$ cat src/rtl/pbdt_ram.sv
// ----------------------------------------------------------------------------
// pbdt_ram
// Generic simple dual-port RAM with one write port and a registered read.
// ----------------------------------------------------------------------------
module pbdt_ram #(
  parameter int WIDTH = 8,
  parameter int DEPTH = 256
) (
  input  logic                     clk_i,
  input  logic                     we_i,
  input  logic [$clog2(DEPTH)-1:0] waddr_i,
  input  logic [WIDTH-1:0]         wdata_i,
  input  logic [$clog2(DEPTH)-1:0] raddr_i,
  output logic [WIDTH-1:0]         rdata_o
);

  logic [WIDTH-1:0] mem [DEPTH];
  logic [WIDTH-1:0] rdata_q;

  always_ff @(posedge clk_i) begin
    if (we_i) begin
      mem[waddr_i] <= wdata_i;
    end
    rdata_q <= mem[raddr_i];
  end

  assign rdata_o = rdata_q;

endmodule

$ cat config.mk
export PLATFORM = sky130hd
export DESIGN_NAME = pbdt_ram
export DESIGN_NICKNAME = d
export VERILOG_FILES = /design/src/rtl/pbdt_ram.sv
export SDC_FILE = /design/constraint.sdc
export NUM_CORES = 2
export LEC_CHECK = 0
export BUFFER_PORTS_ARGS = -buffer_cell sky130_fd_sc_hd__buf_2
export CORE_MARGIN = 5
export CORE_UTILIZATION = 63
export DETAILED_ROUTE_END_ITERATION = 6
export PLACE_DENSITY = 0.83
export SLEW_MARGIN = 5
export SYNTH_ARGS = -nofsm -noshare
export SYNTH_HDL_FRONTEND = slang
export SYNTH_SLANG_ARGS = --single-unit
export TNS_END_PERCENT = 10
$ cat constraint.sdc
create_clock -name clk_i -period 3.11 [get_ports clk_i]
set_input_delay 0.311 -clock clk_i [delete_from_list [all_inputs] [get_ports clk_i]]
set_output_delay 0.311 -clock clk_i [all_outputs]
set_load 0.01 [all_outputs]
# Word-level counts from Yosys, hierarchy flattened
# Memories as Yosys holds them, arrays and structs flattened. A register that Yosys moved wholly into a read port is not among the register bits.
# Cells that the tools add are included.
[op_classes] muxes=2
[op_table] cell="$mux W1" n=2
[word_totals] register_bits=0 ram_bits=2048 output_inout_bits=8 wordCells=3 n_memories=1
[memory_table] memory="mem" depth=256 word_bits=8 read_ports=1 rd_ports_with_merged_regs=1 wr=1 line="17" source="logic [WIDTH-1:0] mem [DEPTH];"

# Longest topological paths before layout
[logic_depth] depth_word=2 mapped_depth=11

# Worst setup path before layout
# OpenSTA, ideal clock, no wires.
[synth_timing] path_type="input to register" startpoint="input raddr_i[0]" endpoint="register rdata_q[2], in the netlist rdata_o[2], read port of mem" arrival_time_ps=2118 slack_ps=861 cell_stages=9 n_path_buf=4 path_cell_list="buf_6 buf_12 buf_8 buf_2 mux4_2 a22oi_1 a21oi_1 nor4_1 nor4_2"
[synth_lines] element="start: declaration" line="13" source="input logic [$clog2(DEPTH)-1:0] raddr_i,"
[synth_lines] element="end: declaration" line="18" source="logic [WIDTH-1:0] rdata_q;"

==> metrics.txt <==
Final period util=0.920; final hold violation count=0; crit-path max FO=1; status=finished clean; Place WS=-0.253 ns; kind of critical path=register to register; final wirelength=214 mm; largest net degree at the start of global routing=122; Post-CTS Hold Fix Bufs=0; GPL Wtd Cong=approximately 0.90; Fin Clk Skew=about 0.062 ns; clk sink count=2056; number of top-level pins=34; vias per cell=7.22; YS warnings=0; Slew @ Worst Pin=1.22 ns; ys flop type=edfxtp_1; DR vias=43426; max_cap viols=0; Resized Gates After CTS=0; # nets final=4226; Worst Setup End Kind=register; Tot Pwr=56.9 mW; # H-tree levels=4; Net Sw Power=12.2 mW; gr usage total=0.328; post-synthesis cell count=3733; layout cell share with drive strength beyond 1=0.285; sw frac=0.213; DR WL/cell=35.5 µm; Worst-Skew Late Latency=roughly 0.85 ns; grt ovf=0; Clk pin slew, worst setup/hold paths=0.06 ns; syn_nets=roughly 3800; root buffer cell=clkbuf_16; Startpoint Class=register; async set-reset flop share out of synthesis=0; initial antenna violation count=12; Syn Std Cell Area=around 0.080 mm²; Rel. slew slack=0.181; clock share of power=0.409; post-detail-place hpwl=124 mm; Row Count=130; # DRC=0; Comb pwr share=0.054; synth unique cells=55; Finish-stage setup viols=0; number of synthesized flops with an enable pin=2048; Hold Worst Slack=0.0415 ns; Yosys reg bits=2056; Seq/Total Area, Yosys=0.775; Max Freq=350 MHz; R2R setup slack=between 0.2 and 0.3 ns; Critical Path AT=3.51 ns; PortBufs=33; sequential share of power=0.538; maximum vdd ir drop=647 µV; fin crit period=about 2.9 ns; CP Data Required Time=3.76 ns; Filler cells=~6500; Min-Delay Path Class=input port to register; RSZ-0062 raised after global routing=no; number of global-route vias before repair=43901; cts bufs inserted=190; CP peak stage delay=0.76 ns; first-iteration detailed-routing DRC count=7628; Final ANT Viol Nets=0; power density over the cells=627 mW/mm²; Core Area=around 0.13 mm²; TritonCTS clock tree=done; Leakage=29.1 nW; Initial Util=0.634; first-pass GRT wire length=roughly 310 mm; pins over their slew limit=0; Bufs on Longest Clock Path=3; drt pass-1 iters=6; Die Y=365 µm; slowest CP cell=nor3_1; CP cell instances=mux4_2, a22o_1, a221oi_1, o32ai_1, nor3_1, nor4_1; Mapped Avg Cell Area=21.3 µm²; DIE AREA=0.133 mm²; Pint=44.8 mW; post-CTS setup buffers=0; Area growth syn-to-layout=14.2%; Horiz. Die Dim=approximately 370 µm; Setup WS post-layout=0.250 ns
==> worst max-delay path: cells and delay by family (launching register included) <==
kind	cells	cell delay, ns
AO/OA/AOI/OAI	3	0.86
flip-flops	1	0.42
multiplexers	1	0.51
AND/OR/NAND/NOR	2	0.89
==> Yosys cell counts, types with 10 or more instances <==
library cell  count  area, µm²
o211ai_1         10       75.1
buf_6            21        236
o22ai_1          28        175
nand3_1          34        170
a21oi_1          96        480
o221ai_1         46        403
o21ai_0          10       50.1
mux2i_1         134       1340
nand2_1          33        124
nor4_1           24        150
nor2_1          282       1060
a22oi_1         133        998
buf_4            27        203
a211oi_1         16        120
buf_8            13        195
a221oi_1         13        114
mux4_2          454      10200
edfxtp_1       2048      61500
buf_2            31        155
clkbuf_1        111        417
nor2b_1          31        194
nor3_1           22        110
buf_1            22       82.6
nand4_1          10       62.6
==> routing by layer <==
metal,routed length (µm),GRT usage
met1,68400,0.438
met4,13400,0.162
met2,101000,0.508
met5,40,0
met3,31100,0.0936
==> power by group through the flow <==
stage / clock [mW] / combinational [mW] / sequential [mW]
after floorplan: 0 / 1.48 / 31.2
after global placement: 0 / 2.81 / 31.2
after detailed placement: 0 / 2.90 / 31.2
after CTS: 23.4 / 2.98 / 30.6
after global routing: 24.7 / 3.14 / 30.6
final: 23.3 / 3.06 / 30.6
==> logic make-up after synthesis <==
family                 after synthesis  synth area share
AOI/OAI and AO/OA                  385            0.0342
DFF                               2056             0.775
buffers and inverters              235            0.0183
muxes                              591             0.146
and+or+nand+nor                    466            0.0263
==> registers in the layout, indices dropped and copies added (netlist names) <==
| register | count |
|---|---|
| rdata_o | 8 |
| mem | 2048 |
==> worst paths after layout <==
kind | start | end | depth (start not counted)
worst max-delay path | mem[210][5] | rdata_o[5] | 6
worst min register to register | mem[48][0] | rdata_o[0] | 6
worst max register to register | mem[210][5] | rdata_o[5] | 6
worst min-delay path | wdata_i[3] | mem[130][3] | 1
==> through the flow <==
step	area (µm²)	util	std cells	setup TNS [ns]
CTS	90800	0.723	6009	0
finish	90800	0.723	6017	0
global route	90800	0.723	6009	0
floorplan	79600	-	3733	0
global placement	84700	0.674	5658	-0.608
detailed placement	84700	0.674	5658	-0.957
==> layout make-up <==
type / count / area [µm²] / area share
inverter: 2 / 7.51 / 0.0000827
tap: 1650 / 2060 / 0.0227
clock inverter: 117 / 1160 / 0.0127
clock buffer: 234 / 4980 / 0.0549
timing repair buffer: 508 / 4450 / 0.0490
multi-input combinational: 1442 / 16500 / 0.181
sequential: 2056 / 61700 / 0.679
antenna: 8 / 20.0 / 0.000220
==> cells in the final DEF, fill, tap and decap left out, types with 3 or more instances in the layout <==
cell / count
edfxtp_1: 2048
nor2b_1: 28
nor4_2: 3
nand3_1: 34
clkinv_2: 29
buf_4: 426
o221ai_1: 46
a21oi_1: 96
clkbuf_8: 10
o211ai_1: 10
diode_2: 8
dfxtp_1: 8
nor2_1: 279
nor4_1: 24
nor3_1: 22
a211oi_1: 16
mux4_2: 454
a22o_1: 8
clkinv_8: 3
mux2i_1: 134
a22oi_1: 133
a221oi_1: 13
buf_12: 50
buf_2: 22
clkinv_1: 52
o21ai_0: 10
clkbuf_1: 40
and2_1: 6
clkinvlp_4: 4
clkbuf_16: 192
o32ai_1: 4
o22ai_1: 28
nand4_1: 10
inv_6: 7
nand2_1: 33
or2_2: 4
bufinv_16: 21
nand2b_1: 8
o22a_1: 5
Note: power is estimated with default switching activity, not from simulation.
